==> src/design/ogc_pkg.sv <==
// shared types, constants and fixed-point helpers for the outlet pressure ghost cell unit
// no dependencies; used by ogc_vdiv and outlet_pressure_ghost_cell_unit
package ogc_pkg;

  localparam int DEFAULT_MAX_LAYERS = 4;
  localparam int DEFAULT_FRAC_BITS  = 16;

  // velocity divider: one quotient bit per step, two steps per stage
  localparam int DIV_STEPS           = 32;
  localparam int DIV_STEPS_PER_STAGE = 2;
  localparam int DIV_STAGES          = DIV_STEPS / DIV_STEPS_PER_STAGE;

  // register indexes (word address)
  localparam logic [1:0] REG_GAMMA_LESS_ONE     = 2'd0;
  localparam logic [1:0] REG_INV_GAMMA_LESS_ONE = 2'd1;
  localparam logic [1:0] REG_BACK_PRESSURE      = 2'd2;
  localparam logic [1:0] REG_GHOST_LAYERS       = 2'd3;

  localparam logic [30:0] RST_GAMMA_LESS_ONE     = 31'd26214;
  localparam logic [30:0] RST_INV_GAMMA_LESS_ONE = 31'd163840;
  localparam logic [30:0] RST_BACK_PRESSURE      = 31'd65536;
  localparam logic [2:0]  RST_GHOST_LAYERS       = 3'd2;

  localparam logic signed [31:0] S32_MAX = 32'sh7fffffff;
  localparam logic signed [31:0] S32_MIN = 32'sh80000000;

  typedef struct packed {
    logic [30:0]        rho;
    logic signed [31:0] mx;
    logic signed [31:0] my;
    logic signed [31:0] mz;
    logic signed [31:0] e;
    logic [30:0]        rot_i;
    logic [30:0]        rot_g;
    logic signed [17:0] nx;
    logic signed [17:0] ny;
    logic signed [17:0] nz;
  } face_item_t;

  // fields that pass to the result unchanged
  typedef struct packed {
    logic [30:0]        rho;
    logic signed [31:0] mx;
    logic signed [31:0] my;
    logic signed [31:0] mz;
  } pass_t;

  function automatic logic signed [63:0] mul33(logic signed [32:0] a, logic signed [32:0] b);
    logic signed [65:0] p;
    p = a * b;
    return p[63:0];
  endfunction

  // floor shift of an exact product, then saturate
  function automatic logic signed [31:0] fx_round(logic signed [63:0] p, int frac);
    logic signed [63:0] sh;
    sh = p >>> frac;
    if (sh > 64'(S32_MAX)) return S32_MAX;
    if (sh < 64'(S32_MIN)) return S32_MIN;
    return sh[31:0];
  endfunction

  function automatic logic signed [31:0] sat33(logic signed [32:0] s);
    if (s > 33'(S32_MAX)) return S32_MAX;
    if (s < 33'(S32_MIN)) return S32_MIN;
    return s[31:0];
  endfunction

  function automatic logic signed [31:0] add_sat(logic signed [31:0] a, logic signed [31:0] b);
    return sat33(33'(a) + 33'(b));
  endfunction

  function automatic logic signed [31:0] sub_sat(logic signed [31:0] a, logic signed [31:0] b);
    return sat33(33'(a) - 33'(b));
  endfunction

endpackage

==> src/design/ogc_vdiv.sv <==
// pipelined velocity divider: (momentum << frac) / density, truncated and saturated
// depends on ogc_pkg
module ogc_vdiv #(
  parameter int FRAC_BITS = ogc_pkg::DEFAULT_FRAC_BITS
) (
  input  logic               clk,
  input  logic               en,
  input  logic signed [31:0] mom,
  input  logic [30:0]        rho,
  output logic signed [31:0] vel
);
  import ogc_pkg::*;

  logic [31:0] mag;
  logic [63:0] dvd;
  logic        sat_in;

  logic [30:0] rr   [DIV_STAGES];
  logic [31:0] dlo  [DIV_STAGES];
  logic [31:0] qq   [DIV_STAGES];
  logic [30:0] dr   [DIV_STAGES];
  logic        neg  [DIV_STAGES];
  logic        sat  [DIV_STAGES];
  logic        zro  [DIV_STAGES];

  assign mag    = mom[31] ? 32'(-{mom[31], mom}) : mom[31:0];
  assign dvd    = 64'(mag) << FRAC_BITS;
  // quotient would reach 2^31: saturate (covers zero density too)
  assign sat_in = dvd >= (64'(rho) << 31);

  for (genvar s = 0; s < DIV_STAGES; s++) begin : g_stage
    logic [30:0] r_in;
    logic [31:0] d_in;
    logic [31:0] q_in;
    logic [30:0] r_out;
    logic [31:0] d_out;
    logic [31:0] q_out;
    logic [30:0] dv;
    logic [32:0] t;
    logic        n_in;
    logic        st_in;
    logic        z_in;

    if (s == 0) begin : g_first
      assign r_in  = dvd[62:32];
      assign d_in  = dvd[31:0];
      assign q_in  = '0;
      assign dv    = rho;
      assign n_in  = mom[31];
      assign st_in = sat_in;
      assign z_in  = (mag == '0);
    end else begin : g_next
      assign r_in  = rr[s-1];
      assign d_in  = dlo[s-1];
      assign q_in  = qq[s-1];
      assign dv    = dr[s-1];
      assign n_in  = neg[s-1];
      assign st_in = sat[s-1];
      assign z_in  = zro[s-1];
    end

    always_comb begin
      r_out = r_in;
      d_out = d_in;
      q_out = q_in;
      t     = '0;
      for (int j = 0; j < DIV_STEPS_PER_STAGE; j++) begin
        t     = {1'b0, r_out, d_out[31]};
        d_out = {d_out[30:0], 1'b0};
        if (t >= 33'(dv)) begin
          t     = t - 33'(dv);
          q_out = {q_out[30:0], 1'b1};
        end else begin
          q_out = {q_out[30:0], 1'b0};
        end
        r_out = t[30:0];
      end
    end

    always_ff @(posedge clk) begin
      if (en) begin
        rr[s]  <= r_out;
        dlo[s] <= d_out;
        qq[s]  <= q_out;
        dr[s]  <= dv;
        neg[s] <= n_in;
        sat[s] <= st_in;
        zro[s] <= z_in;
      end
    end
  end

  always_comb begin
    if (zro[DIV_STAGES-1]) begin
      vel = '0;
    end else if (sat[DIV_STAGES-1]) begin
      vel = neg[DIV_STAGES-1] ? S32_MIN : S32_MAX;
    end else if (neg[DIV_STAGES-1]) begin
      vel = -$signed(qq[DIV_STAGES-1]);
    end else begin
      vel = $signed(qq[DIV_STAGES-1]);
    end
  end

endmodule

==> config.mk <==
export PLATFORM = sky130hd
export DESIGN_NAME = ogc_vdiv
export DESIGN_NICKNAME = d
export VERILOG_FILES = /design/src/design/ogc_pkg.sv /design/src/design/ogc_vdiv.sv
export SDC_FILE = /design/constraint.sdc
export NUM_CORES = 2
export LEC_CHECK = 0
export BUFFER_PORTS_ARGS = -buffer_cell sky130_fd_sc_hd__buf_2
export CAP_MARGIN = 5
export CORE_MARGIN = 2
export CORE_UTILIZATION = 55
export DETAILED_ROUTE_END_ITERATION = 10
export PLACE_DENSITY = 0.75
export SETUP_SLACK_MARGIN = 0.4
export SLEW_MARGIN = 40
export SYNTH_ARGS = -nofsm -noshare
export SYNTH_HDL_FRONTEND = slang
export SYNTH_SLANG_ARGS = --single-unit
==> constraint.sdc <==
create_clock -name clk -period 25.3 [get_ports clk]
set_input_delay 7.59 -clock clk [delete_from_list [all_inputs] [get_ports clk]]
set_output_delay 7.59 -clock clk [all_outputs]
set_load 0.05 [all_outputs]
# Word level (Yosys, flattened, before mapping)
# Memory sizes are Yosys's and may differ from the RTL's.
# Cells that the tools add are included.
# op_classes
reduce_logical,1
n_addsub,34
order_cmp,33
mux,71
# op_table
op,n
32-bit by 31-bit greater-or-equal comparator with 1-bit output,31
31-bit two-way mux,32
31-bit subtractor,31
32-bit two-way mux,5
32-bit negator,2
48-bit by 62-bit greater-or-equal comparator with 1-bit output,1
1-bit two-way mux,34
32-bit zero test,1
17-bit by 31-bit greater-or-equal comparator with 1-bit output,1
17-bit by 31-bit subtractor with 31-bit output,1
# totals
out_inout_bits,32
wordCells,146
mem_bits_rw,2032
input_bits,65
register_bits,0
n_memories,7
# mem_list
name,depth,width,rd,rd_ports_with_merged_regs,wr,line,source
qq,16,32,16,0,16,ogc_vdiv.sv:20,logic [31:0] qq [DIV_STAGES];
dr,16,31,15,0,16,ogc_vdiv.sv:21,logic [30:0] dr [DIV_STAGES];
rr,16,31,15,0,16,ogc_vdiv.sv:18,logic [30:0] rr [DIV_STAGES];
dlo,16,30,15,0,16,ogc_vdiv.sv:19,logic [31:0] dlo [DIV_STAGES];
neg,16,1,16,0,16,ogc_vdiv.sv:22,logic neg [DIV_STAGES];
sat,16,1,16,0,16,ogc_vdiv.sv:23,logic sat [DIV_STAGES];
+1 memories,-,-,-,-,-,-,

# Depth between registers and ports, before layout
# logic_depth
depth_word,6
mapped_depth,34
depth_no_buf,32

# Worst setup path before layout
# No wires, ideal clock.
# synth_path
kind,input to register
from,input port mom[9]
to,"memory rr[0][10], data pin"
setup_ps,260
arrival_ps,15285
slack_ps,9756
stages,30
n_path_buf,4
t_required_ps,25040
cell_sequence,or4_4 -> or4_4 -> or4_4 -> or3_4 -> o41ai_4 -> xor2_2 -> inv_1 -> ha_1 -> nand3_1 -> nor2_1 -> nand2_1 -> or4_1 -> clkbuf_1 -> a21oi_1 -> buf_2 -> mux2_2 -> ha_1 -> a21o_1 -> a21o_1 -> a221o_1 -> a221oi_1 -> a31oi_1 -> a31oi_1 -> nand2_1 -> nand4_1 -> and3b_1 -> buf_2 -> inv_2 -> buf_2 -> mux2_2
# synth_lines
item,line,source
"start, declared",ogc_vdiv.sv:8,"input logic signed [31:0] mom,"
"end, declared",ogc_vdiv.sv:18,

==> flow_metrics.py <==
metrics = {
    "final_layout": {
        "layout_common_cells": "1306 x edfxtp_1, 972 x ha_1, 905 x a21oi_1, 799 x inv_1, 691 x nor2_1",
        "multi_input_area_sq_um": 56480,
        "postLayoutCellArea_sq_um": 108000,
        "final_common_cell": "edfxtp_1",
        "syn_to_final_growth_pct": 8.709,
        "seq_area_sq_um": 39220,
        "fillerInstances": 14730,
        "final_nets": 11183,
        "drive_gt1_share_pct": 9.914,
    },
    "floorplanning": {
        "core_sq_um": 179000,
        "start_util_pct": 55.50,
        "ios": 97,
        "dieArea_sq_um": 184000,
        "fp.dieH_microns": 429.0,
        "rows": 155,
        "die_width_microns": 429.0,
    },
    "clocking": {
        "cts_post_setup_buffers_inserted": 0,
        "clk_latency_ns": 0.83,
        "cts_tree": "done",
        "post_cts_resized": 0,
        "path_clk_slew_ns": 0.07,
        "cts-buffers-inserted": 150,
        "cts_hold_buf": 0,
        "htreeDepth": 4,
        "clockRootBuffer": "clkbuf_16",
        "cts.sinks": 1306,
        "clockBufferDepth": 3,
    },
    "detailed_routing": {
        "post-route-drc-count": 0,
        "first_pass_iters": 9,
        "wirelength_mm": 255.2,
        "met1_length_mm": 110.1,
        "top_layer": "met4",
        "ant_nets": 0,
        "wl_met2_mm": 122.3,
        "wl_per_cell_microns": 20.24,
        "viasPerCell": 6.131,
        "num_vias": 77271,
        "dr.first_iter.drc_count": 7268,
        "dr_wl_met3_mm": 13.67,
    },
    "sta": {
        "max_slew.worst_pin.slew_ns": 0.9073,
        "rsz0062_at_grt": "false",
        "slew_headroom_pct": 38.96,
        "finalSetupTns_ns": 0,
        "fin_crit_ns": 16.95,
        "fmax_mhz": 58.99,
        "min_period_over_period_pct": 67.00,
        "fin_worst_skew_ns": 0.05721,
        "hold_violations": 0,
        "maxSlewViolCount": 0,
        "setup_viol": 0,
        "holdWs_ns": 0.3777,
    },
    "critical_path": {
        "crit_top_cell": "nand2_1",
        "cp.arrival_ns": 17.50,
        "cp_slowest_stage_delay_ns": 0.74,
        "startpoint_type": "input port",
        "cp_max_fo": 24,
        "cp-end-kind": "register",
        "cp_slowest_cell": "or4_1",
        "critPathKind": "input port to register",
        "critPathRequiredTime_ns": 25.85,
    },
    "synthesis": {
        "yosysWarnings": 0,
        "synth_area_sq_um": 99350,
        "yosysSeqAreaShare_pct": 39.48,
        "synth-seq-cells": 1306,
        "synth-async-reset-ratio_pct": 0,
        "postSynthCellCount": 10030,
        "avgSynthCellArea_sq_um": 9.905,
        "syn_nets": 11091,
        "synth-edff-count": 1306,
        "synth-main-ff-cell": "edfxtp_1",
        "ys_types": 101,
    },
    "global_routing": {
        "grt_usage_pct": 26.73,
        "grt_max_degree": 171,
        "grt_first_pass_wirelength_mm": 396.7,
        "grt_overflow": 0,
        "antenna_found_initial": 3,
        "grt_pass1_vias": 73823,
    },
    "placed_design": {
        "hpwl_mm": 196.8,
        "placed_cell_area_sq_um": 102700,
        "place.gp.congestion": 0.9833,
        "numPortBuffers": 96,
    },
    "hold_path": {
        "hp-class": "register to register",
    },
    "run": {
        "cap_violations": 0,
    },
    "run_status": {
        "status": "finished, final reports clean",
    },
}
registers in the layout, indices dropped and copies added (netlist names):
signal / flops
rr: 465
zro: 16
sat: 16
qq: 272
dlo: 56
dr: 465
neg: 16
final cells by class:
class / instances / area share [%]
inverter: 806 / 2.801
timing repair buffer: 148 / 0.9906
clock inverter: 112 / 1.337
clock buffer: 166 / 3.531
multi-input combinational: 7710 / 52.30
sequential: 1306 / 36.31
tap: 2355 / 2.728
antenna: 1 / 0.002317
through the flow:
stage / setup WS [ns] / instances / util (%)
2_1_floorplan: 9.756 / 10030 / -
3_3_place_gp: 7.610 / 12318 / 57.25
3_5_place_dp: 7.698 / 12323 / 57.35
4_1_cts: 8.475 / 12601 / 60.29
5_1_grt: 7.952 / 12603 / 60.33
6_report: 8.349 / 12604 / 60.33
path summary, 6_finish.rpt:
kind                     from  depth (start not counted)         end  slack (ns)
hold reg to reg     qq[0][64]                          0   qq[0][98]        0.38
setup reg to reg  dlo[0][119]                         27  rr[0][142]       16.23
setup / recovery       mom[3]                         29   rr[0][22]        8.35
hold / removal      qq[0][64]                          0   qq[0][98]        0.38
cells by family (layout without fill, tap and decap cells):
group / Yosys count / after routing / share of synthesized area, %
compound gates: 2952 / 2952 / 19.00
xor+xnor: 788 / 788 / 6.962
fa+ha+maj: 996 / 996 / 12.73
buf+inv: 1014 / 1232 / 3.895
flops: 1306 / 1306 / 39.48
mux: 541 / 541 / 6.047
other cells: 0 / 1 / 0
simple gates: 2433 / 2433 / 11.89
critical path, delay by kind of cell:
family                     cells  cell delay (ns)
AOI/OAI and AO/OA              8             2.66
adders and majority gates      2             0.72
xor gates and xnor gates       1             0.29
buffers and inverters          4             1.07
muxes                          2             0.79
and+or+nand+nor               12             4.32
routing by layer:
layer	track usage [%]	vias to the layer above
li1	-	37494
met1	35.30	36972
met3	3.290	463
met4	9.807	0
met5	0	-
met2	45.10	2342
synth_stat cells, types with 32 or more instances:
cell type  number  area (sq um)
a211o_1        42         367.9
a211oi_1       85         638.1
a21boi_0       37         277.8
a21o_1        452          3393
a21oi_1       908          4544
a31o_2         32         280.3
a31oi_1       117         732.0
and2_1         55         344.1
and3_1         91         569.3
buf_2          48         240.2
clkbuf_1      142         533.0
edfxtp_1     1306         39220
ha_1          972         12160
inv_1         799          2999
mux2_2        472          5315
mux2i_1        68         680.7
nand2_1       625          2346
nand2b_1      130         813.3
nand3_1       182         910.9
nand4_1       115         719.4
nor2_1        693          2601
nor2b_1       121         757.0
nor3_1        161         805.8
nor4_1         37         231.5
o211ai_1       47         352.8
o21a_1        141          1059
o21ai_0       601          3008
o21bai_1       96         720.7
o22a_1         32         280.3
o31ai_1        65         488.0
or2_2          46         287.8
or3_1          47         294.0
xnor2_1       531          4651
xor2_1        255          2233
Power is not shown: default switching activity piles up to over one toggle a cycle in this logic, so the estimate is an artifact.
